`src/least_squares_line_fit_macros.svh`:
```
// Assertion macros shared by the line fit block.
`ifndef LEAST_SQUARES_LINE_FIT_MACROS_SVH
`define LEAST_SQUARES_LINE_FIT_MACROS_SVH

// Same-cycle implication, checked out of reset only.
`define LSLF_ASSERT_IMP(lbl, ck, rstn, ante, cons) \
	lbl: assert property (@(posedge ck) disable iff (!(rstn)) (ante) |-> (cons)) \
		else $error("line fit check failed");

// Next-cycle implication, checked out of reset only.
`define LSLF_ASSERT_NXT(lbl, ck, rstn, ante, cons) \
	lbl: assert property (@(posedge ck) disable iff (!(rstn)) (ante) |=> (cons)) \
		else $error("line fit check failed");

`endif

```
`src/lslf_pkg.sv`:
```
// Types, constants and helpers for the least-squares line fit block.
package lslf_pkg;

	localparam int SAMPLE_BITS = 16;
	localparam int FRAC_BITS   = 16;
	localparam int MAX_POINTS  = 32768;
	localparam int OUT_W       = 48;
	localparam int CNT_W       = $clog2(MAX_POINTS + 1);
	localparam int SUM_W       = 2 * SAMPLE_BITS + CNT_W;
	localparam int PROD_W      = 2 * SUM_W;
	localparam int ACC_W       = PROD_W + 1;
	localparam int NUM_W       = PROD_W + FRAC_BITS;
	localparam int STEP_W      = $clog2(NUM_W + 2);

	typedef enum logic [1:0] {
		FIT_OK       = 2'd0,
		FIT_DEGEN    = 2'd1,
		FIT_OVERFLOW = 2'd2
	} fit_status_t;

	// Product schedule: first operand times second, into one of three sums.
	typedef enum logic [2:0] {
		OP_N_SXX   = 3'd0,
		OP_SX_SX   = 3'd1,
		OP_N_SXY   = 3'd2,
		OP_SX_SY   = 3'd3,
		OP_SY_SXX  = 3'd4,
		OP_SX_SXY  = 3'd5
	} prod_op_t;

	typedef struct packed {
		logic signed [15:0] x_sample;
		logic signed [15:0] y_sample;
		logic               last_point;
	} in_item_t;

	typedef struct packed {
		logic signed [47:0] slope;
		logic signed [47:0] intercept;
		fit_status_t        fit_status;
		logic [15:0]        point_count;
	} out_item_t;

	typedef struct packed {
		logic     acc_en;
		logic     clear_sums;
		logic     mul_load;
		logic     mul_step;
		logic     mul_acc;
		prod_op_t op;
		logic     div_load;
		logic     div_step;
		logic     div_store;
		logic     div_sel;
		logic     load_out;
	} ctl_cmd_t;

	typedef struct packed {
		logic den_zero;
	} dp_stat_t;

	function automatic logic [SUM_W-1:0] mag_sum(input logic signed [SUM_W-1:0] v);
		return v[SUM_W-1] ? SUM_W'(-v) : SUM_W'(v);
	endfunction

	function automatic logic [PROD_W-1:0] mag_acc(input logic signed [ACC_W-1:0] v);
		logic [ACC_W-1:0] m;
		m = v[ACC_W-1] ? ACC_W'(-v) : ACC_W'(v);
		return m[PROD_W-1:0];
	endfunction

endpackage

```
`src/lslf_ctrl.sv`:
```
// Controller: sequences accumulation, six products, two skippable divisions and result.
module lslf_ctrl import lslf_pkg::*; (
	input  logic     clk,
	input  logic     arst_n,
	input  logic     in_valid,
	input  logic     in_last,
	output logic     in_stall,
	output logic     out_valid,
	input  logic     out_stall,
	input  dp_stat_t stat,
	output ctl_cmd_t cmd
);

	typedef enum logic [3:0] {
		ST_ACC  = 4'b0001,
		ST_MUL  = 4'b0010,
		ST_DIV  = 4'b0100,
		ST_DONE = 4'b1000
	} state_t;

	state_t            state_q;
	logic [STEP_W-1:0] step_q;
	prod_op_t          op_q;
	logic              sel_q;
	logic              out_valid_q;

	logic mul_end, div_end, div_skip;

	assign mul_end  = step_q == STEP_W'(SUM_W + 1);
	assign div_end  = step_q == STEP_W'(NUM_W + 1);
	assign div_skip = (step_q == '0) && stat.den_zero;

	always_comb begin
		cmd            = '0;
		cmd.op         = op_q;
		cmd.div_sel    = sel_q;
		cmd.acc_en     = (state_q == ST_ACC) && in_valid;
		cmd.mul_load   = (state_q == ST_MUL) && (step_q == '0);
		cmd.mul_step   = (state_q == ST_MUL) && (step_q != '0) && !mul_end;
		cmd.mul_acc    = (state_q == ST_MUL) && mul_end;
		cmd.div_load   = (state_q == ST_DIV) && (step_q == '0) && !stat.den_zero;
		cmd.div_step   = (state_q == ST_DIV) && (step_q != '0) && !div_end;
		cmd.div_store  = (state_q == ST_DIV) && div_end;
		cmd.load_out   = (state_q == ST_DONE) && (!out_valid_q || !out_stall);
		cmd.clear_sums = cmd.load_out;
	end

	always_ff @(posedge clk or negedge arst_n) begin
		if (!arst_n) begin
			state_q     <= ST_ACC;
			step_q      <= '0;
			op_q        <= OP_N_SXX;
			sel_q       <= 1'b0;
			out_valid_q <= 1'b0;
		end else begin
			if (cmd.load_out)
				out_valid_q <= 1'b1;
			else if (!out_stall)
				out_valid_q <= 1'b0;

			unique case (state_q)
				ST_ACC: begin
					if (in_valid && in_last) begin
						state_q <= ST_MUL;
						step_q  <= '0;
						op_q    <= OP_N_SXX;
					end
				end
				ST_MUL: begin
					if (mul_end) begin
						step_q <= '0;
						if (op_q == OP_SX_SXY) begin
							state_q <= ST_DIV;
							sel_q   <= 1'b0;
						end else begin
							op_q <= prod_op_t'(op_q + 3'd1);
						end
					end else begin
						step_q <= step_q + 1'b1;
					end
				end
				ST_DIV: begin
					if (div_skip) begin
						state_q <= ST_DONE;
					end else if (div_end) begin
						step_q <= '0;
						sel_q  <= 1'b1;
						if (sel_q)
							state_q <= ST_DONE;
					end else begin
						step_q <= step_q + 1'b1;
					end
				end
				ST_DONE: begin
					if (cmd.load_out)
						state_q <= ST_ACC;
				end
				default: state_q <= ST_ACC;
			endcase
		end
	end

	assign in_stall  = state_q != ST_ACC;
	assign out_valid = out_valid_q;

endmodule

```
`config.mk`:
```
export PLATFORM = sky130hd
export DESIGN_NAME = lslf_ctrl
export DESIGN_NICKNAME = d
export VERILOG_FILES = /design/src/least_squares_line_fit_macros.svh /design/src/lslf_pkg.sv /design/src/lslf_ctrl.sv
export SDC_FILE = /design/constraint.sdc
export NUM_CORES = 1
export LEC_CHECK = 0
export BUFFER_PORTS_ARGS = -buffer_cell sky130_fd_sc_hd__buf_2
export CORE_MARGIN = 2
export CORE_UTILIZATION = 45
export CTS_CLUSTER_SIZE = 25
export DETAILED_ROUTE_END_ITERATION = 16
export GPL_ROUTABILITY_DRIVEN = 0
export GPL_TIMING_DRIVEN = 0
export PLACE_DENSITY = 0.74
export SYNTH_ARGS = -nofsm -noshare
export SYNTH_HDL_FRONTEND = slang
export SYNTH_SLANG_ARGS = --single-unit
```
`constraint.sdc`:
```
create_clock -name clk -period 1.9 [get_ports clk]
set_input_delay 0.285 -clock clk [delete_from_list [all_inputs] [get_ports clk]]
set_output_delay 0.285 -clock clk [all_outputs]
set_load 0.01 [all_outputs]
```
==> reports/results.ini <==
[detailed_routing]
antenna_left = 0
drt_iter0_drc = 29
firstDrtPassIters = 4
vias = 1154
drc_errors = 0
routedWlPerCell_um = 16.7
post_drt_via_cell_ratio = 5.86
wl_um = 3290

[setup_path]
worstRegToRegCells = 8
r2r_slack_ns = 0
startpoint = state_q[0]
crit_path_end = cmd[9]
crit_path_end_kind = output port
required_ns = 1.62
crit_arrival_ns = 1.76
crit_path_start_kind = flip-flop
critical_path.max_fanout = 4
rr_startpoint = state_q[0]
critical_path_class = flip-flop to output port
reg2reg_to = step_q[4]

[floorplan]
die_w_um = 53.5
die_area_um2 = 2860
row_count = 17
coreArea_um2 = 2250
ios = 21
chipHeight_um = 53.5
start_util_pct = 48.8

[pwr]
total_power_uw = 783
vdd_drop_max_mv = 0.441
pwr-share-clk_pct = 29.0
swShare_pct = 26.8
combPwrFrac_pct = 25.1
p_int_uw = 573
p_seq_share_pct = 45.9
p_leak_nw = 0.783
p_sw_uw = 210
cellPowerDensity_nw_per_um2 = 467

[yosys]
yosysTopAreaCell = dfrtp_1
ys_seq_elements = 16
async_flop_share_pct = 100
yosysSeqAreaShare_pct = 36.5
syn_area_um2 = 1100
avgSynthCellArea_um2 = 9.41
ys.flop_type = dfrtp_1
synth_top_area_share_pct = 34.1
yosysWarnings = 0
synth-edff-count = 0
synth_cells = 117
synth_cell_types = 45
ys_top_cells_by_area = dfrtp_1, ha_1, inv_1
syn_nets = 128
synth_most_common_cell = dfrtp_1
synth_common_cells = dfrtp_1, inv_1, nand2_1

[grt]
grt_max_degree = 17
gr-total-overflow = 0
grt.total_usage_pct = 22.4
grt_pass1_vias = 1055
grt_pass1_wl_um = 4660
antenna_found_initial = 0

[sta]
slew_headroom_pct = 74.2
rsz0062_at_grt = yes
fmax_ghz = 0.490
setup_ws_ns = -0.142
slew_viol_final = 0
setup_viol = 8
period_minus_slack_ns = 2.04
hold_viol = 0
fin_crit_sh_pct = 107
skew_ns = 0.00155
worstMarginPinSlew_ns = 0.387

[clock_network]
cts_buffer_depth = 2
cts.reportedPaths.clkPinSlew_ns = 0.10
cts_sinks = 16
cts_tree = built
cts_htree_levels = 1
clockRootBuffer = clkbuf_4
clk_latency_ns = 0.28
cts_buffers = 3

[finish]
final_nets = 181
postLayoutCellArea_um2 = 1680
drive_above_1_share_pct = 53.3
syn_to_final_growth_pct = 52.3
fillCellCount = 162
diodes = 0
final_util_pct = 74.4

[status]
outcome = finished with violations
failed_checks = negative setup slack

[placed_design]
port-buffer-count = 20
dp_slack_ns = -0.0201
hpwl_um = 1830
postPlaceCellArea_um2 = 1240

[hold_path]
hp-class = input pin to flip-flop

[run]
cap_violations = 0

-- final cells by class --
cell class	count	area, um^2	share of cell area [%]
repair buffers	49	359	21.4
flip-flops and latches	16	405	24.2
well taps	28	35.0	2.09
multi-input cells	86	773	46.1
clock buffers	4	36.3	2.16
inverters	11	41.3	2.46
plain buffers	3	26.3	1.57
-- state kept, by name, summed over array words and instances, names as in the netlist --
signal	cells
out_valid	1
state_q	4
step_q	7
sel_q	1
op_q	3
-- how the worst min path moves through the flow --
stage	from	to	slack, ns	cells past startpoint
after floorplan	arst_n	op_q[0]	-0.01	0
after global routing	out_stall	out_valid	0.27	3
after global placement	arst_n	step_q[3]	0.22	1
after detailed placement	arst_n	step_q[2]	0.22	1
final	out_stall	out_valid	0.24	3
after CTS	out_stall	out_valid	0.24	3
-- stage by stage --
step / setup TNS, ns / hold slack (ns) / cells
detailed placement: -0.0248 / 0.221 / 165
floorplan: 0 / -0.0106 / 117
global placement: 0 / 0.215 / 165
finish: -0.728 / 0.242 / 197
global route: -1.40 / 0.268 / 197
CTS: -0.406 / 0.236 / 191
-- placed cells by master, fill, tap and decap left out, types with 3 or more instances in the layout --
cell | synthesis | routed
o2111ai_1 | 3 | 3
buf_6 | 0 | 6
nor2_1 | 5 | 4
dfrtp_1 | 15 | 12
nor2b_1 | 5 | 5
clkbuf_4 | 0 | 3
o21ai_0 | 3 | 3
o221ai_2 | 0 | 3
inv_1 | 11 | 9
ha_1 | 5 | 4
buf_4 | 2 | 27
nand2_1 | 10 | 9
buf_2 | 2 | 17
a21oi_1 | 4 | 3
dfrtp_2 | 0 | 3
-- what timing repair did --
| item | in CTS | in global routing |
|---|---|---|
| setup buffers | 22 | 6 |
| hold buffers | 1 | 0 |
| endpoints found under the setup margin | 11 | 14 |
| gates resized for setup | 21 | 19 |
| hold endpoints to repair | 15 | 0 |
| pin swaps | 5 | 4 |
-- metal layers --
| layer | vias up | part of all wire, % | GRT usage, % |
|---|---|---|---|
| li1 | 531 | - | - |
| met5 | - | 0 | 0 |
| met1 | 575 | 41 | 27.2 |
| met4 | 0 | 2.2 | 9.83 |
| met2 | 38 | 53 | 38.9 |
| met3 | 10 | 3.7 | 3.11 |
-- critical path, stage by stage, from the launching register on --
cell,delay [ns]
dfstp_2,0.42
buf_12,0.13
or4b_4,0.52
a21oi_4,0.13
nor2b_1,0.14
buf_2,0.14
-- cells by family after synthesis --
family	count (synthesis)	share of synthesized area, %
buffers and inverters	15	6.02
DFF	16	36.5
and+or+nand+nor	50	29.0
AOI/OAI and AO/OA	27	19.4
xor gates and xnor gates	2	1.59
adders and majority gates	5	5.68
muxes	2	1.82
-- power groups by stage --
stage	clock network, mW	registers, mW	logic [mW]
floorplan	0	0.362	0.0609
global placement	0	0.364	0.0916
detailed placement	0	0.365	0.0952
CTS	0.232	0.358	0.158
global route	0.248	0.360	0.210
finish	0.227	0.360	0.197
No activity file was read; power rests on OpenSTA's default activity.
